<file path="src/rtl/floppy_step_tone_controller_macros.svh">
// Assertion macros shared by the floppy step tone controller RTL
`ifndef FLOPPY_STEP_TONE_CONTROLLER_MACROS_SVH
`define FLOPPY_STEP_TONE_CONTROLLER_MACROS_SVH

// Consequent must hold in the cycle after the antecedent
`define FSC_ASSERT_NEXT(lbl, ante, cons) \
    lbl: assert property (@(posedge i_clk) disable iff (!i_rst_n) (ante) |=> (cons)) \
        else $error("floppy step tone controller: next-cycle check failed");

// Consequent must hold in the same cycle as the antecedent
`define FSC_ASSERT_SAME(lbl, ante, cons) \
    lbl: assert property (@(posedge i_clk) disable iff (!i_rst_n) (ante) |-> (cons)) \
        else $error("floppy step tone controller: same-cycle check failed");

`endif

</file>
<file path="src/rtl/fsc_pkg.sv">
// Types and constants for the floppy step tone controller
`timescale 1ns / 1ps

package fsc_pkg;

    localparam int NUM_DRIVES = 3;
    localparam int DRV_IDX_W  = 2;
    localparam int MAX_TRACK  = 79;

    localparam logic [7:0]  TURN_POINT    = 8'(2 * MAX_TRACK - 1);
    localparam logic [7:0]  CMD_RESET     = 8'd100;
    localparam logic [7:0]  CMD_PERC      = 8'd101;
    localparam logic [15:0] PERIOD_IGNORE = 16'hFFFF;

    // Item kinds carried in tuser
    localparam logic [1:0] OP_STEP = 2'd0;
    localparam logic [1:0] OP_MS   = 2'd1;
    localparam logic [1:0] OP_RX   = 2'd2;

    // Configuration register indexes
    localparam logic [1:0] REG_RELAY   = 2'd0;
    localparam logic [1:0] REG_LED     = 2'd1;
    localparam logic [1:0] REG_TIMEOUT = 2'd2;

    localparam logic [7:0] RELAY_MS_RST   = 8'd50;
    localparam logic [7:0] LED_MS_RST     = 8'd100;
    localparam logic [7:0] TIMEOUT_MS_RST = 8'd100;

    typedef enum logic [1:0] {
        DONE_NONE   = 2'd0,
        DONE_RESET  = 2'd1,
        DONE_PERC   = 2'd2,
        DONE_PERIOD = 2'd3
    } t_done;

    typedef struct packed {
        logic        tick;
        logic        clear;
        logic        load;
        logic [15:0] period;
    } t_drive_ctrl;

endpackage

</file>
<file path="src/rtl/fsc_drive.sv">
// One drive: period counter, step toggle and half-step walk
`timescale 1ns / 1ps

module fsc_drive (
    input  logic                i_clk,
    input  logic                i_rst_n,
    input  fsc_pkg::t_drive_ctrl i_ctrl,
    output logic                o_step,
    output logic                o_dir
);

    logic [15:0] r_period, n_period;
    logic [15:0] r_count,  n_count;
    logic [7:0]  r_half,   n_half;
    logic        r_down,   n_down;
    logic        r_step,   n_step;
    logic        r_dir,    n_dir;
    logic [15:0] count_dec;

    assign count_dec = r_count - 16'd1;

    always_comb begin
        n_period = r_period;
        n_count  = r_count;
        n_half   = r_half;
        n_down   = r_down;
        n_step   = r_step;
        n_dir    = r_dir;
        if (i_ctrl.clear) begin
            n_period = '0;
            n_count  = '0;
            n_half   = '0;
            n_down   = 1'b0;
            n_dir    = 1'b1;
        end else if (i_ctrl.load) begin
            n_period = i_ctrl.period;
            n_count  = i_ctrl.period;
        end else if (i_ctrl.tick && r_period != 16'd0) begin
            if (count_dec != 16'd0) begin
                n_count = count_dec;
            end else begin
                // turn around at either end of the walk
                if (r_half == fsc_pkg::TURN_POINT) begin
                    n_dir  = 1'b1;
                    n_down = 1'b1;
                end else if (r_half == 8'd0) begin
                    n_dir  = 1'b0;
                    n_down = 1'b0;
                end
                n_step  = ~r_step;
                n_count = r_period;
                n_half  = n_down ? r_half - 8'd1 : r_half + 8'd1;
            end
        end
    end

    always_ff @(posedge i_clk) begin
        if (!i_rst_n) begin
            r_period <= '0;
            r_count  <= '0;
            r_half   <= '0;
            r_down   <= 1'b0;
            r_step   <= 1'b1;
            r_dir    <= 1'b1;
        end else begin
            r_period <= n_period;
            r_count  <= n_count;
            r_half   <= n_half;
            r_down   <= n_down;
            r_step   <= n_step;
            r_dir    <= n_dir;
        end
    end

    assign o_step = r_step;
    assign o_dir  = r_dir;

endmodule

</file>
<file path="src/rtl/floppy_step_tone_controller.sv">
// Top level of the floppy step tone controller
//
// Input stream: one beat per event. s_axis_tuser is the kind (step tick,
// millisecond tick, received byte); s_axis_tdata is the byte, used only
// for received bytes. Every accepted beat gives exactly one output beat
// carrying the step and direction levels of the drives, the relay and LED
// levels and a code for the command completed by that beat.
// The state is updated and the output beat is held in registers at the
// edge that accepts the input beat. Throughput is one beat per cycle while
// the receiver keeps taking beats; s_axis_tready is high whenever the
// output register is empty or being drained in the same cycle.
// When the receiver stalls, the output beat holds and s_axis_tready drops,
// so no state moves until the beat is taken.
// Configuration writes take effect at once; o_cfg_ready is always high and
// writes to an index beyond the register list are dropped.
// After reset: drives stopped, step and direction lines high, relay pulse
// running at its default length, LED off, parser idle.
`timescale 1ns / 1ps
`include "floppy_step_tone_controller_macros.svh"

module floppy_step_tone_controller (
    input  logic        i_clk,
    input  logic        i_rst_n,
    input  logic        s_axis_tvalid,
    output logic        s_axis_tready,
    input  logic [7:0]  s_axis_tdata,  // [7:0] rx_byte
    input  logic [1:0]  s_axis_tuser,  // [1:0] op
    output logic        m_axis_tvalid,
    input  logic        m_axis_tready,
    // [2:0] step_lines, [5:3] dir_lines, [6] relay_on, [7] led_on,
    // [9:8] command_done, [15:10] zero
    output logic [15:0] m_axis_tdata,
    input  logic        i_cfg_valid,
    output logic        o_cfg_ready,
    input  logic [1:0]  i_cfg_index,
    input  logic [7:0]  i_cfg_data
);

    typedef enum logic [1:0] {
        PH_IDLE,
        PH_HIGH,
        PH_LOW
    } t_phase;

    localparam int ND = fsc_pkg::NUM_DRIVES;

    logic                        accept;
    logic [7:0]                  rx_b;
    logic [7:0]                  rx_dec;
    logic [15:0]                 rx_period;

    logic [7:0]                  r_cfg_relay, r_cfg_led, r_cfg_timeout;
    t_phase                      r_phase, n_phase;
    logic [fsc_pkg::DRV_IDX_W-1:0] r_target, n_target;
    logic [7:0]                  r_high, n_high;
    logic [7:0]                  r_timeout, n_timeout;
    logic [7:0]                  r_relay, n_relay;
    logic [7:0]                  r_led, n_led;
    fsc_pkg::t_done              r_done, n_done;
    logic                        r_out_valid;
    logic                        rx_clear;
    logic                        rx_load;
    logic                        tick;

    logic [ND-1:0]               step_lvl;
    logic [ND-1:0]               dir_lvl;

    assign s_axis_tready = !r_out_valid || m_axis_tready;
    assign accept        = s_axis_tvalid && s_axis_tready;
    assign o_cfg_ready   = 1'b1;
    assign rx_b          = s_axis_tdata;
    assign rx_dec        = rx_b - 8'd1;
    assign rx_period     = {r_high, rx_b};
    assign tick          = accept && s_axis_tuser == fsc_pkg::OP_STEP;

    always_comb begin
        n_phase   = r_phase;
        n_target  = r_target;
        n_high    = r_high;
        n_timeout = r_timeout;
        n_relay   = r_relay;
        n_led     = r_led;
        n_done    = fsc_pkg::DONE_NONE;
        rx_clear  = 1'b0;
        rx_load   = 1'b0;
        if (accept) begin
            case (s_axis_tuser)
                fsc_pkg::OP_MS: begin
                    if (r_relay != 8'd0) n_relay = r_relay - 8'd1;
                    if (r_led != 8'd0)   n_led   = r_led - 8'd1;
                    if (r_timeout != 8'd0) begin
                        n_timeout = r_timeout - 8'd1;
                        // drop a half-received period command
                        if (r_timeout == 8'd1) n_phase = PH_IDLE;
                    end
                end
                fsc_pkg::OP_RX: begin
                    case (r_phase)
                        PH_HIGH: begin
                            n_high    = rx_b;
                            n_phase   = PH_LOW;
                            n_timeout = r_cfg_timeout;
                        end
                        PH_LOW: begin
                            n_phase   = PH_IDLE;
                            n_timeout = 8'd0;
                            if (rx_period != fsc_pkg::PERIOD_IGNORE) begin
                                if (r_led == 8'd0) n_led = r_cfg_led;
                                rx_load = 1'b1;
                                n_done  = fsc_pkg::DONE_PERIOD;
                            end
                        end
                        default: begin
                            n_phase = PH_IDLE;
                            if (rx_b == fsc_pkg::CMD_RESET) begin
                                if (r_led == 8'd0) n_led = r_cfg_led;
                                rx_clear = 1'b1;
                                n_done   = fsc_pkg::DONE_RESET;
                            end else if (rx_b == fsc_pkg::CMD_PERC) begin
                                if (r_led == 8'd0)   n_led   = r_cfg_led;
                                if (r_relay == 8'd0) n_relay = r_cfg_relay;
                                n_done = fsc_pkg::DONE_PERC;
                            end else if (rx_b != 8'd0 && rx_dec < 8'(ND)) begin
                                n_target  = rx_dec[fsc_pkg::DRV_IDX_W-1:0];
                                n_phase   = PH_HIGH;
                                n_timeout = r_cfg_timeout;
                            end
                        end
                    endcase
                end
                default: begin
                    // step ticks are handled in the drives; other kinds do nothing
                end
            endcase
        end
    end

    always_ff @(posedge i_clk) begin
        if (!i_rst_n) begin
            r_cfg_relay   <= fsc_pkg::RELAY_MS_RST;
            r_cfg_led     <= fsc_pkg::LED_MS_RST;
            r_cfg_timeout <= fsc_pkg::TIMEOUT_MS_RST;
            r_phase       <= PH_IDLE;
            r_target      <= '0;
            r_high        <= '0;
            r_timeout     <= '0;
            r_relay       <= fsc_pkg::RELAY_MS_RST;
            r_led         <= '0;
            r_done        <= fsc_pkg::DONE_NONE;
            r_out_valid   <= 1'b0;
        end else begin
            if (i_cfg_valid) begin
                case (i_cfg_index)
                    fsc_pkg::REG_RELAY:   r_cfg_relay   <= i_cfg_data;
                    fsc_pkg::REG_LED:     r_cfg_led     <= i_cfg_data;
                    fsc_pkg::REG_TIMEOUT: r_cfg_timeout <= i_cfg_data;
                    default: begin
                        // no register at this index
                    end
                endcase
            end
            r_phase   <= n_phase;
            r_target  <= n_target;
            r_high    <= n_high;
            r_timeout <= n_timeout;
            r_relay   <= n_relay;
            r_led     <= n_led;
            if (accept) begin
                r_done      <= n_done;
                r_out_valid <= 1'b1;
            end else if (m_axis_tready) begin
                r_out_valid <= 1'b0;
            end
        end
    end

    for (genvar gi = 0; gi < ND; gi++) begin : g_drive
        fsc_pkg::t_drive_ctrl drv_ctrl;

        always_comb begin
            drv_ctrl.tick   = tick;
            drv_ctrl.clear  = rx_clear;
            drv_ctrl.load   = rx_load && r_target == fsc_pkg::DRV_IDX_W'(gi);
            drv_ctrl.period = rx_period;
        end

        fsc_drive u_drive (
            .i_clk   (i_clk),
            .i_rst_n (i_rst_n),
            .i_ctrl  (drv_ctrl),
            .o_step  (step_lvl[gi]),
            .o_dir   (dir_lvl[gi])
        );
    end

    // Drive and pulse state only moves on an accepted beat, so it matches
    // the held output beat for as long as the receiver stalls.
    assign m_axis_tvalid = r_out_valid;
    assign m_axis_tdata  = {6'd0, r_done, (r_led != 8'd0), (r_relay != 8'd0),
                            dir_lvl, step_lvl};

    `FSC_ASSERT_NEXT(a_reset_done, accept && s_axis_tuser == fsc_pkg::OP_RX && r_phase == PH_IDLE && s_axis_tdata == fsc_pkg::CMD_RESET, m_axis_tvalid && r_done == fsc_pkg::DONE_RESET && dir_lvl == {ND{1'b1}})
    `FSC_ASSERT_NEXT(a_perc_led, accept && s_axis_tuser == fsc_pkg::OP_RX && r_phase == PH_IDLE && s_axis_tdata == fsc_pkg::CMD_PERC && r_cfg_led != 8'd0, r_led != 8'd0 && r_done == fsc_pkg::DONE_PERC)
    `FSC_ASSERT_SAME(a_stall_only, !s_axis_tready, r_out_valid && !m_axis_tready)

endmodule

</file>
<file path="config.mk">
export PLATFORM = sky130hd
export DESIGN_NAME = floppy_step_tone_controller
export DESIGN_NICKNAME = d
export VERILOG_FILES = /design/src/rtl/fsc_pkg.sv /design/src/rtl/fsc_drive.sv /design/src/rtl/floppy_step_tone_controller.sv
export VERILOG_INCLUDE_DIRS = /design/src /design/src/rtl
export SDC_FILE = /design/constraint.sdc
export NUM_CORES = 1
export LEC_CHECK = 0
export ABC_AREA = 0
export BUFFER_PORTS_ARGS = -buffer_cell sky130_fd_sc_hd__buf_4
export CAP_MARGIN = 20
export CORE_ASPECT_RATIO = 0.9
export CORE_MARGIN = 3
export CORE_UTILIZATION = 30
export DETAILED_ROUTE_END_ITERATION = 8
export GPL_ROUTABILITY_DRIVEN = 0
export PLACE_DENSITY = 0.48
export REMOVE_ABC_BUFFERS = 1
export SLEW_MARGIN = 20
export SYNTH_ARGS = -nofsm -noshare
export SYNTH_HDL_FRONTEND = slang
export SYNTH_SLANG_ARGS = --single-unit
</file>
<file path="constraint.sdc">
create_clock -name i_clk -period 6.06 [get_ports i_clk]
set_input_delay 0.303 -clock i_clk [delete_from_list [all_inputs] [get_ports i_clk]]
set_output_delay 0.303 -clock i_clk [all_outputs]
set_load 0.05 [all_outputs]
</file>
; Word-level counts from Yosys, hierarchy flattened
; Cells that the tools add are included.
[word_totals]
inputBits = 25
wordCells = 220
reg_bits = 192
[op_classes]
n_eq_ne = 29
n_lt_le_gt_ge = 1
n_mux = 77
bitwise_logic = 14
n_addsub = 13
reduce_logical = 57
[ops]
columns = cell, n
row1 = $mux 16, 9
row2 = $mux 8, 17
row3 = $reduce_bool 16->1, 6
row4 = $pmux 8 s2, 5
row5 = $sub 8x1->8 const B, 7
row6 = $sub 16x1->16 const B, 3
row7 = $logic_not 8->1, 5
row8 = $mux 1, 37
row9 = $reduce_bool 8->1, 4
row10 = $reduce_and 4->1, 7
row11 = $add 8x1->8 const B, 3
row12 = $eq 8x8->1 const B, 3
row13 = $ne 2x2->1 const B, 9
row14 = $reduce_and 6->1, 3
row15 = $eq 8x7->1 const B, 2
row16 = $ne 16x16->1 const B, 1
row17 = $ne 4x4->1 const B, 4
row18 = $reduce_bool 2->1, 8
row19 = $not 1->1, 14
row20 = $mux 2, 6
row21 = $pmux 2 s2, 3
row22 = $reduce_and 3->1, 4
row23 = $logic_and 1x1->1, 9
row24 = $eq 2x1->1 const B, 4
row25 = other kinds (10), 18

; Depth between registers and ports, before layout
; Gate-level depths: netlist of run 1.
[depth]
word_depth = 9
mapped_depth = 12
ltp_nobuf = 12

; Modules after synthesis
; From an unflattened synthesis of run 1, not the netlist that was laid out.
[hier_totals]
cells_unflattened = 1359
area_unflattened_um2 = 11382.2
[modules_own_cells]
columns = module, area_per_inst_um2, n_inst, seq_area_each_um2, cells_each
row1 = floppy_step_tone_controller, 3583.4, 1, 1261.2, 418
row2 = fsc_drive at g_drive[2].u_drive, 2687.6, 1, 860.8, 328
row3 = fsc_drive at g_drive[0].u_drive, 2658.8, 1, 860.8, 328
row4 = fsc_drive at g_drive[1].u_drive, 2452.4, 1, 860.8, 285

; Worst setup path before layout of run 1
; No wires, ideal clock.
[synth_timing]
path_kind = register -> register
startpoint = register r_out_valid, in the netlist m_axis_tvalid
endpoint = register g_drive[1].u_drive.r_half[7]
t_required_ns = 5.990
setup_time_ns = 0.070
t_arrival_ns = 2.936
path_slack_ns = 3.053
stages_incl_launch_ff = 10
cell_sequence = dfxtp_1 -> nand2b_1 -> and3_1 -> clkbuf_1 -> nand4_1 -> nand2_1 -> or3_1 -> clkbuf_1 -> or3_1 -> a21oi_1
[synth_between]
elab_chain_len = 7
word_cells_on_any_way = 11
classes_between = mux: 2 / bitwise: 1 / reduce/logical: 8
[synth_lines]
columns = element, line_no
row1 = from (decl), floppy_step_tone_controller.sv:60  ; logic r_out_valid;
row2 = from (signal assigned), floppy_step_tone_controller.sv:150  ; r_out_valid <= 1'b0;
row3 = from (signal assigned), floppy_step_tone_controller.sv:170  ; r_out_valid <= 1'b1;
row4 = from (signal assigned), floppy_step_tone_controller.sv:172  ; r_out_valid <= 1'b0;
row5 = $logic_not 1->1 (*), floppy_step_tone_controller.sv:68  ; assign s_axis_tready = !r_out_valid || m_axis_tready;
row6 = $logic_or 1x1->1 (*), floppy_step_tone_controller.sv:68
row7 = via s_axis_tready, floppy_step_tone_controller.sv:25  ; output logic s_axis_tready,
row8 = $logic_and 1x1->1 (*), floppy_step_tone_controller.sv:69  ; assign accept = s_axis_tvalid && s_axis_tready;
row9 = $mux 1, floppy_step_tone_controller.sv:86  ; if (accept) begin
row10 = $logic_and 1x1->1, floppy_step_tone_controller.sv:183  ; drv_ctrl.load = rx_load && r_target == fsc_pkg::DRV_IDX_W'(gi);
row11 = $not 1->1 (no source line), --
row12 = $reduce_and 3->1 (no source line), --
row13 = to (signal assigned), fsc_drive.sv:68  ; r_half <= n_half;
row14 = to (decl), fsc_drive.sv:14  ; logic [7:0] r_half, n_half;
; Mark *: on every way through the listed nets, which the timed path passes. The rest lies on a longest branch.
; A chain may end at the register's enable or synchronous reset.

; Worst setup path after layout of run 1
[layout_timing]
startpoint = register g_drive[1].u_drive.r_count[0]
endpoint = register g_drive[1].u_drive.r_half[7]
[layout_between]
elab_chain_len = 4
[layout_lines]
columns = element, line_no
row1 = from (decl), fsc_drive.sv:13  ; logic [15:0] r_count, n_count;
row2 = from (signal assigned), fsc_drive.sv:67  ; r_count <= n_count;
row3 = $sub 16x1->16, fsc_drive.sv:20  ; assign count_dec = r_count - 16'd1;
row4 = $reduce_bool 16->1, fsc_drive.sv:39  ; if (count_dec != 16'd0) begin
row5 = $not 1->1 (no source line), --
row6 = $reduce_and 3->1 (no source line), --
; No other way between the ends.

==> reports/results.ini, run 1 <==
[status]
result_of_the_run=completed

[route]
route.detailed.drc=0
vias_per_cell=5.18
drtAntennaViolNets=0
wl_per_cell_um=16.1
drt-pass1-iter-count=5
drt_first_iter_violations=724
drt-total-wl_um=29700
vias=9568

[pwr]
pwr_density_cell_mw_per_mm2=221
power.internal_mw=1.95
seq_power_share_pct=48.7
report.power.total_mw=2.64
power.leakage_nw=4.39
swShare_pct=25.9
ir_worst_vdd_v=0.000189
switching_power_mw=0.682
p_comb_share_pct=6.3
power_frac_clock_pct=45.0

[floorplan]
dieHeight_um=186
ios=44
fp.dieArea_sq_mm=0.0383
initial_core_util_pct=30.6
fp.coreArea_sq_mm=0.0353
std_cell_rows=65
fp.dieW_um=206

[sta]
max_freq_mhz=296
timing_hold_violations_final=0
worst_slack_ns=2.68
totalNegativeSetupSlack_ns=0
hold_ws_ns=0.102
finalCriticalPeriod_ns=3.38
unrepaired_setup_endpoints_after_global_routing=no
share_of_the_cycle_needed_by_the_critical_path_after_routing_pct=55.8
total_setup_violations_reported_at_the_end_of_the_flow=0
maxSlewViolCount=0
skew_ns=0.00910
worst_slew_pin_slew_ns=0.942
slew_headroom_pct=36.8

[yosys]
syn-instance-count=1389
post-synth-top-area-fraction_pct=35.6
post_synthesis_cell_type_with_the_largest_combined_area=dfxtp_1
synth_sequential_area_ratio_pct=35.6
synthSimpleGateAreaFrac_pct=26.9
async_flop_share_pct=0
synth_enable_flop_cells=0
post_synthesis_cell_area_sq_mm=0.0108
synthXorXnorAreaFrac_pct=5.19
synth-seq-cells=192
netlist_top_cells_area=dfxtp_1 (36%), nand2_1 (8.5%), a21oi_1 (5.8%)
synthesis.area_per_instance_sq_um=7.77
synth.yosys.warnings=0
yosys.area_share.adder_pct=5.19
synth_cell_types=81
yosys_most_used_dff=dfxtp_1
synthMuxAreaShare_pct=2.47
synth_top_family_by_area=simple AND/OR/NAND/NOR gates
area_fraction_in_compound_gates_after_synthesis_pct=19.5

[placement]
dpl.cell_count=1816
place_ws_ns=2.52
placed_area_sq_mm=0.0113
portBuffers=36
estimated_wirelength_of_the_detail_placed_design_um=20800

[final_layout]
antenna_cells=0
final_cell_count_no_fill=1848
layout-drive-gt1-share_pct=8.56
postLayoutCoreUtil_pct=33.9
layout.cell_area.non_filler_sq_mm=0.0120
finalNetCount=1434
syn2layout_area_growth_pct=10.7

[grt]
grt_util_all_layers_pct=15.6
largest_net_degree_at_the_start_of_global_routing=79
via_count_of_the_first_global_routing_pass=8993
grt_first_pass_wirelength_um=48200
grt_antenna_before_repair=0
global_route.overflow_total=0

[clock_tree]
clock_tree.htree_level_count=4
clkSinkCount=192
clock-root-buffer=clkbuf_16
clk_pin_slew_ns=0.08
cts_max_path_buffers=2
holdBufCountCts=0
tritoncts=built
clock_latency_ns=0.44
post_cts.resized_instances=0
post_cts.repair.setup_buffers=0
tritoncts.num_buffers=17

[worst_hold_path]
hold_path_class=in -> reg

[worst_setup_path]
setup.worst_path.class=reg -> reg
worst_setup_path_start_kind=register
cp_max_fo=9
worstPathArrival_ns=3.73
worst_ep_required_time_ns=6.41
end_kind=register

[flow_run]
max-cap-violations=0

[kinds of logic after synthesis]
group / after synthesis
other: 2
DFF: 192
adders and majority gates: 43
buffers and inverters: 126
muxes: 26
and+or+nand+nor: 602
AOI/OAI and AO/OA: 334
xor gates and xnor gates: 64
[placed cells by master (no fill, tap or decap), types with 8 or more instances in the layout]
cell       instances
nand2_1          243
dfxtp_1          192
a21oi_1          125
nor2_1           109
o21ai_0           65
buf_4             46
nor4_1            39
nor3_1            39
ha_1              39
inv_1             33
xor2_1            32
xnor2_1           32
nand3_1           31
nand4_1           25
a21boi_0          25
nor2b_1           21
mux2i_1           21
a31oi_1           20
clkbuf_16         17
or2_2             12
a211oi_1          12
or3_1             12
a22o_1             9
nand2b_1           8
and3_1             8
[path summary, 6_finish.rpt]
| check | start | end | slack (ns) | cells past startpoint |
|---|---|---|---|---|
| hold / removal | i_cfg_data[6] | r_cfg_timeout[6] | 0.10 | 3 |
| setup reg to reg | g_drive[1].u_drive.r_count[0] | g_drive[1].u_drive.r_half[7] | 2.68 | 9 |
| setup / recovery | g_drive[1].u_drive.r_count[0] | g_drive[1].u_drive.r_half[7] | 2.68 | 9 |
| hold reg to reg | r_cfg_led[7] | r_cfg_led[7] | 0.47 | 2 |
[synth_stat cells (6+ instances only)]
cell and instances:
nand2_1 244, dfxtp_1 192, a21oi_1 125, nor2_1 109, clkbuf_1 69, o21ai_0 65, ha_1 40, nor4_1 40
nor3_1 39, inv_1 33, xnor2_1 32, xor2_1 32, nand3_1 31, a21boi_0 25, nand4_1 25, mux2i_1 21
nor2b_1 21, a31oi_1 20, buf_4 14, a211oi_1 12, or2_2 12, or3_1 12, a22o_1 9, and3_1 8
nand2b_1 8, nand4b_1 7, o211ai_1 7, a21o_1 6, a22oi_1 6, and2_1 6, o211a_1 6, or4_1 6
[power groups by stage]
stage	registers, mW	logic (mW)	clock network (mW)
after floorplan	1.32	0.0962	0
after detailed placement	1.31	0.167	0
after global routing	1.29	0.185	1.28
final	1.28	0.167	1.19
after CTS	1.28	0.168	1.22
after global placement	1.31	0.166	0
[registers in the layout (all words and copies together), names as in the netlist, 3 cells and up]
name,count
r_timeout,8
r_led,8
g_drive.u_drive.o_step,3
g_drive.u_drive.r_count,48
g_drive.u_drive.r_half,24
r_cfg_led,8
r_relay,8
g_drive.u_drive.o_dir,3
r_cfg_relay,8
g_drive.u_drive.r_period,48
r_high,8
g_drive.u_drive.r_down,3
r_cfg_timeout,8
[worst max-delay path: stages (launching register included)]
cell and delay (ns):
dfxtp_1 0.39, inv_1 0.11, ha_1 0.32, or4b_2 0.72
xnor2_1 0.17, o31ai_1 0.27, o2111ai_1 0.27, or3_1 0.51
or3_1 0.39, a21oi_1 0.14
[per-layer routing]
metal / vias to the layer above / track usage (%) / routed length (um)
li1: 4867 / - / -
met2: 141 / 24.1 / 13000
met5: - / 0 / 0
met1: 4544 / 23.1 / 15700
met4: 0 / 3.31 / 213
met3: 16 / 2.20 / 886
[layout make-up]
class / instances / area (sq um)
Clock buffer: 18 / 429
Clock inverter: 14 / 171
Fill cell: 3821 / 23300
Inverter: 33 / 124
Multi-Input combinational cell: 1076 / 6450
Sequential cell: 192 / 3840
Tap cell: 469 / 587
Timing Repair Buffer: 46 / 345
Note: power is estimated with default switching activity, not from simulation.
==> run 2: changes to the inputs <==
--- a/config.mk
+++ b/config.mk
@@ -14,7 +14,7 @@
 export CORE_UTILIZATION = 30
 export DETAILED_ROUTE_END_ITERATION = 8
 export GPL_ROUTABILITY_DRIVEN = 0
-export PLACE_DENSITY = 0.48
+export PLACE_DENSITY = 0.49
 export REMOVE_ABC_BUFFERS = 1
 export SLEW_MARGIN = 20
 export SYNTH_ARGS = -nofsm -noshare
==> constraint.sdc (replaced) <==
create_clock -name i_clk -period 2.9 [get_ports i_clk]
set_input_delay 0.145 -clock i_clk [delete_from_list [all_inputs] [get_ports i_clk]]
set_output_delay 0.145 -clock i_clk [all_outputs]
set_load 0.05 [all_outputs]
==> run 2 against run 1 <==
  * Power rose by 110%
  * Combinational power rose by 130%
  * Wire length rose by 4.0%
  * Flip-flop and latch count did not move
  * Setup slack got worse by 2.5 ns
  * Utilization rose by 2.5 points
  * Worst hold slack got worse by 0.046 ns
  * Sequential share of layout area fell by 2.2 points
  * Via count rose by 4.0%
  * Sequential power rose by 110%
  * Die area did not move
  * Count of clock-buffer cells in the layout rose by 2
==> reports/results.ini, run 2 (synthesis results as in run 1) <==
[final_layout]
multi_input_gate_area_sq_mm=0.00652
layout-drive-gt1-share_pct=15.0
layout.cell_area.non_filler_sq_mm=0.0128
finalNetCount=1538
final_cell_count_no_fill=1952
mostFrequentLayoutCell=nand2_1
area.sequential_sq_mm=0.00384
layout_top_registers=g_drive.u_drive.r_count (48), g_drive.u_drive.r_period (48), g_drive.u_drive.r_half (24)
antenna_cells=0
mostFrequentLayoutCells=nand2_1 (243), dfxtp_1 (192), buf_4 (137), a21oi_1 (123), nor2_1 (109)
syn2layout_area_growth_pct=18.9
n_fill_cell=3730

[route]
drt_first_iter_violations=696
vias=9955
vias_per_cell=5.10
drt-pass1-iter-count=5
drt-total-wl_um=30900
wl_per_cell_um=15.8
drtAntennaViolNets=0
route.detailed.drc=0

[sta]
unrepaired_setup_endpoints_after_global_routing=yes
hold_ws_ns=0.0554
skew_ns=0.0147
share_of_the_cycle_needed_by_the_critical_path_after_routing_pct=95.1
total_setup_violations_reported_at_the_end_of_the_flow=0
finalCriticalPeriod_ns=2.76
max_freq_mhz=363
worst_slew_pin_slew_ns=0.962
timing_hold_violations_final=0
slew_headroom_pct=35.8
worst_slack_ns=0.142
maxSlewViolCount=0

[worst_setup_path]
worst_ep_required_time_ns=3.28
worstPathArrival_ns=3.14
setup.worst_path.class=reg -> reg
cp_max_fo=5
worst_setup_path_start_kind=register
crit_top_cell=or3_1
kind_of_cell_with_the_highest_combined_delay_on_the_critical_path=simple AND/OR/NAND/NOR gates
register_to_register_path_setup_slack_ns=0.14
end_kind=register
slowest_cell_on_crit_path=or4b_2
timing.critical_path.slowest_cell_delay_ns=0.66
number_of_buffers_and_inverters_on_the_critical_path=1
worstPathCellList=inv_1 -> ha_1 -> or4b_2 -> xnor2_1 -> o31ai_2 -> o2111ai_2 -> or3_1 -> or3_1 -> a21oi_1

[flow_run]
max-cap-violations=0

[placement]
place_ws_ns=0.0683
estimated_wirelength_of_the_detail_placed_design_um=22400
placed_area_sq_mm=0.0120
dpl.cell_count=1906
portBuffers=36

[pwr]
pwr_density_cell_mw_per_mm2=426
power.internal_mw=4.08
power_frac_clock_pct=43.9
ir_worst_vdd_v=0.000403
seq_power_share_pct=49.0
p_comb_share_pct=7.1
power.leakage_nw=4.93
switching_power_mw=1.39
swShare_pct=25.5

[clock_tree]
cts_max_path_buffers=2
clock_latency_ns=0.45
clock-root-buffer=clkbuf_16
clock_tree.htree_level_count=4
tritoncts.num_buffers=17
tritoncts=built
clk_pin_slew_ns=0.08
clkSinkCount=192

[grt]
grt_first_pass_wirelength_um=50700
largest_net_degree_at_the_start_of_global_routing=61
grt_util_all_layers_pct=16.4
global_route.overflow_total=0
grt_antenna_before_repair=0
via_count_of_the_first_global_routing_pass=9415

[floorplan]
initial_core_util_pct=30.6
std_cell_rows=65
fp.dieArea_sq_mm=0.0383
dieHeight_um=186
fp.dieW_um=206
fp.coreArea_sq_mm=0.0353
ios=44

[status]
result_of_the_run=completed

[worst_hold_path]
hold_path_class=in -> reg

==> run 2: cell count changes in the layout (fill, tap and decap cells not counted), sizes merged <==
cell         change
clkbuf           +2
dlygate4sd3     +12
inv              -1
buf             +92
clkinv           -3
bufinv           -1
clkinvlp         +3
==> run 2: per-layer routing <==
layer | up-vias | routed length (um) | GRT usage (%)
met5 | - | 0 | 0
met4 | 0 | 397 | 3.94
met3 | 26 | 1120 | 2.59
met2 | 194 | 13900 | 26.1
met1 | 4665 | 15500 | 23.3
li1 | 5070 | - | -
==> run 2: through the flow <==
stage               power, mW  util, %  TNS (ns)
floorplan                2.95        -   -142.45
global placement         3.12     34.1         0
detailed placement       3.12     34.1         0
CTS                      5.53     36.1         0
global route             5.70     36.4    -0.167
finish                   5.47     36.4         0
==> run 2: what timing repair did <==
item	CTS	global route
resized for setup	0	16
hold buffers	12	0
hold endpoints to repair	30	0
endpoints found under the setup margin	0	39
setup buffers	0	2
==> run 2: worst reg2reg max path: cells and delay by family (launching register included) <==
family	cells	cell delay, ns
DFF	1	0.32
AOI/OAI and AO/OA	3	0.61
and+or+nand+nor	3	1.38
buffers and inverters	1	0.07
xor gates and xnor gates	1	0.17
adders and majority gates	1	0.16
==> run 2: area by class of cell <==
class | count | share of cell area (%)
multi-input cells | 1076 | 50.8
flip-flops and latches | 192 | 29.9
repair buffers | 150 | 9.11
well taps | 469 | 4.57
clock buffers | 20 | 3.64
inverters | 33 | 0.965
clock inverters | 12 | 0.946
==> run 2: power by group through the flow <==
stage	sequential (mW)	clock [mW]	combinational [mW]
final	2.68	2.40	0.386
after global routing	2.69	2.59	0.425
after CTS	2.68	2.46	0.387
after detailed placement	2.74	0	0.372
after global placement	2.74	0	0.371
after floorplan	2.75	0	0.201
==> run 2: final timing paths <==
path,depth (start not counted),end,start
max,9,g_drive[1].u_drive.r_half[7],g_drive[1].u_drive.r_count[1]
min,3,g_drive[2].u_drive.r_period[4],s_axis_tdata[4]
max reg2reg,9,g_drive[1].u_drive.r_half[7],g_drive[1].u_drive.r_count[1]
min reg2reg,2,r_cfg_led[3],r_cfg_led[3]
==> run 3: changes to the inputs <==
--- a/config.mk
+++ b/config.mk
@@ -6,15 +6,14 @@
 export SDC_FILE = /design/constraint.sdc
 export NUM_CORES = 1
 export LEC_CHECK = 0
-export ABC_AREA = 0
 export BUFFER_PORTS_ARGS = -buffer_cell sky130_fd_sc_hd__buf_4
 export CAP_MARGIN = 20
 export CORE_ASPECT_RATIO = 0.9
 export CORE_MARGIN = 3
-export CORE_UTILIZATION = 30
+export CORE_UTILIZATION = 49
 export DETAILED_ROUTE_END_ITERATION = 8
 export GPL_ROUTABILITY_DRIVEN = 0
-export PLACE_DENSITY = 0.49
+export PLACE_DENSITY = 0.71
 export REMOVE_ABC_BUFFERS = 1
 export SLEW_MARGIN = 20
 export SYNTH_ARGS = -nofsm -noshare
==> run 3 against run 2 <==
  * Critical path depth rose by 1
  * First-iteration DRC count is 7.5% higher
  * Highest routed layer unchanged
  * Final area decreased by 4.0%
  * Largest power group unchanged
  * Count of clock-buffer cells in the layout is 2 lower
  * Via count rose by 0.98%
  * Cell count shrank 11%
  * Fmax decreased by 0.51%
  * Worst hold slack lost 0.034 ns
  * Sequential power hardly changed
  * Clock power about the same
  * Power shrank 0.25%
  * Global-route usage up 6.8 points
==> reports/results.ini, run 3 (synthesis results as in run 1) <==
[route]
drt_first_iter_violations=748
drtAntennaViolNets=0
drt-pass1-iter-count=7
route.detailed.drc=0
drt-total-wl_um=27800
vias=10100
wl_per_cell_um=16.1
vias_per_cell=5.82

[pwr]
power.leakage_nw=4.73
pwr_density_cell_mw_per_mm2=443
ir_worst_vdd_v=0.000409

[placement]
estimated_wirelength_of_the_detail_placed_design_um=19500
dpl.cell_count=1684
portBuffers=36
placed_area_sq_mm=0.0115

[worst_setup_path]
rr_worst_depth=10
worst_ep_required_time_ns=3.17
worst_setup_path_start_kind=register
end_kind=register
worstPathArrival_ns=3.05
cp_max_fo=4
setup.worst_path.class=reg -> reg

[clock_tree]
cts_max_path_buffers=2
tritoncts=built
clkSinkCount=192
tritoncts.num_buffers=17
clock_latency_ns=0.44
clk_pin_slew_ns=0.07
clock_tree.htree_level_count=4
clock-root-buffer=clkbuf_16

[final_layout]
mostFrequentLayoutCells=nand2_1 (243), dfxtp_1 (192), a21oi_1 (122), nor2_1 (108), buf_4 (100)
mostFrequentLayoutCell=nand2_1
antenna_cells=0
layout_top_registers=g_drive.u_drive.r_count (48), g_drive.u_drive.r_period (48), g_drive.u_drive.r_half (24)
n_fill_cell=1892
area.sequential_sq_mm=0.00384
layout.cell_area.non_filler_sq_mm=0.0123
syn2layout_area_growth_pct=14.1
layout-drive-gt1-share_pct=13.1
multi_input_gate_area_sq_mm=0.00656
final_cell_count_no_fill=1728
finalNetCount=1497

[status]
result_of_the_run=completed

[floorplan]
fp.dieW_um=162
fp.coreArea_sq_mm=0.0212
initial_core_util_pct=50.9
fp.dieArea_sq_mm=0.0239
ios=44
std_cell_rows=50
dieHeight_um=147

[sta]
totalNegativeSetupSlack_ns=0
max_freq_mhz=361
hold_ws_ns=0.0219
timing_hold_violations_final=0
skew_ns=0.0133
slew_headroom_pct=39.4
finalCriticalPeriod_ns=2.77
total_setup_violations_reported_at_the_end_of_the_flow=0
maxSlewViolCount=0
unrepaired_setup_endpoints_after_global_routing=yes
worst_slew_pin_slew_ns=0.909
share_of_the_cycle_needed_by_the_critical_path_after_routing_pct=95.6

[worst_hold_path]
hold_path_class=in -> reg
hold_depth=3

[flow_run]
max-cap-violations=0

[grt]
largest_net_degree_at_the_start_of_global_routing=66
grt_first_pass_wirelength_um=46400
grt_util_all_layers_pct=23.2
via_count_of_the_first_global_routing_pass=9276
global_route.overflow_total=0
grt_antenna_before_repair=0

-- run 3: metrics by stage --
| stage | setup WS, ns | utilization (%) | power [mW] |
|---|---|---|---|
| 6_report | 0.128 | 58.1 | 5.46 |
| 2_1_floorplan | -1.77 | - | 2.95 |
| 5_1_grt | -0.0254 | 58.1 | 5.65 |
| 3_3_place_gp | 0.0554 | 54.2 | 3.09 |
| 3_5_place_dp | -0.0838 | 54.2 | 3.09 |
| 4_1_cts | 0.0562 | 57.5 | 5.49 |
-- run 3: cell type report --
cell class                 count  share of cell area (%)
clock inverter                14                    1.27
tap                          286                    2.90
clock buffer                  18                    3.56
multi-input combinational   1076                    53.2
timing repair buffer         109                    6.83
inverter                      33                    1.01
sequential                   192                    31.2
-- run 3: routing by layer --
metal	track usage, %	wire (um)	vias up
met5	0	0	-
met4	6.78	499	0
met3	4.76	1850	39
met2	35.3	12300	307
met1	33.3	13100	4732
li1	-	-	4975
-- run 3: report_power, final --
group	total (mW)	switching [mW]	internal (mW)
combinational	0.366	0.234	0.132
sequential	2.68	0.0210	2.66
clock	2.41	1.10	1.31
total	5.46	1.35	4.10
-- run 3: what timing repair did --
action / CTS / global route
pin swaps: 0 / 5
gates resized for setup: 2 / 22
hold buffers: 9 / 0
endpoints found under the setup margin: 1 / 44
endpoints found under the hold margin: 19 / 0
setup buffers: 0 / 3
-- run 3: worst paths after layout --
| check | start | to | slack [ns] |
|---|---|---|---|
| hold / removal | s_axis_tdata[1] | g_drive[0].u_drive.r_period[1] | 0.02 |
| setup reg to reg | g_drive[1].u_drive.r_count[1] | g_drive[1].u_drive.o_dir | 0.13 |
| setup / recovery | g_drive[1].u_drive.r_count[1] | g_drive[1].u_drive.o_dir | 0.13 |
| hold reg to reg | r_cfg_led[0] | r_cfg_led[0] | 0.46 |
-- run 3: worst max-delay path: stages, from the launching register on --
cell and delay (ns):
dfxtp_1 0.32, inv_1 0.09, ha_1 0.17, or4b_4 0.50, xnor2_1 0.14, o31ai_1 0.32
o2111ai_1 0.19, buf_4 0.19, or4_1 0.45, a21oi_2 0.16, o21ai_0 0.08
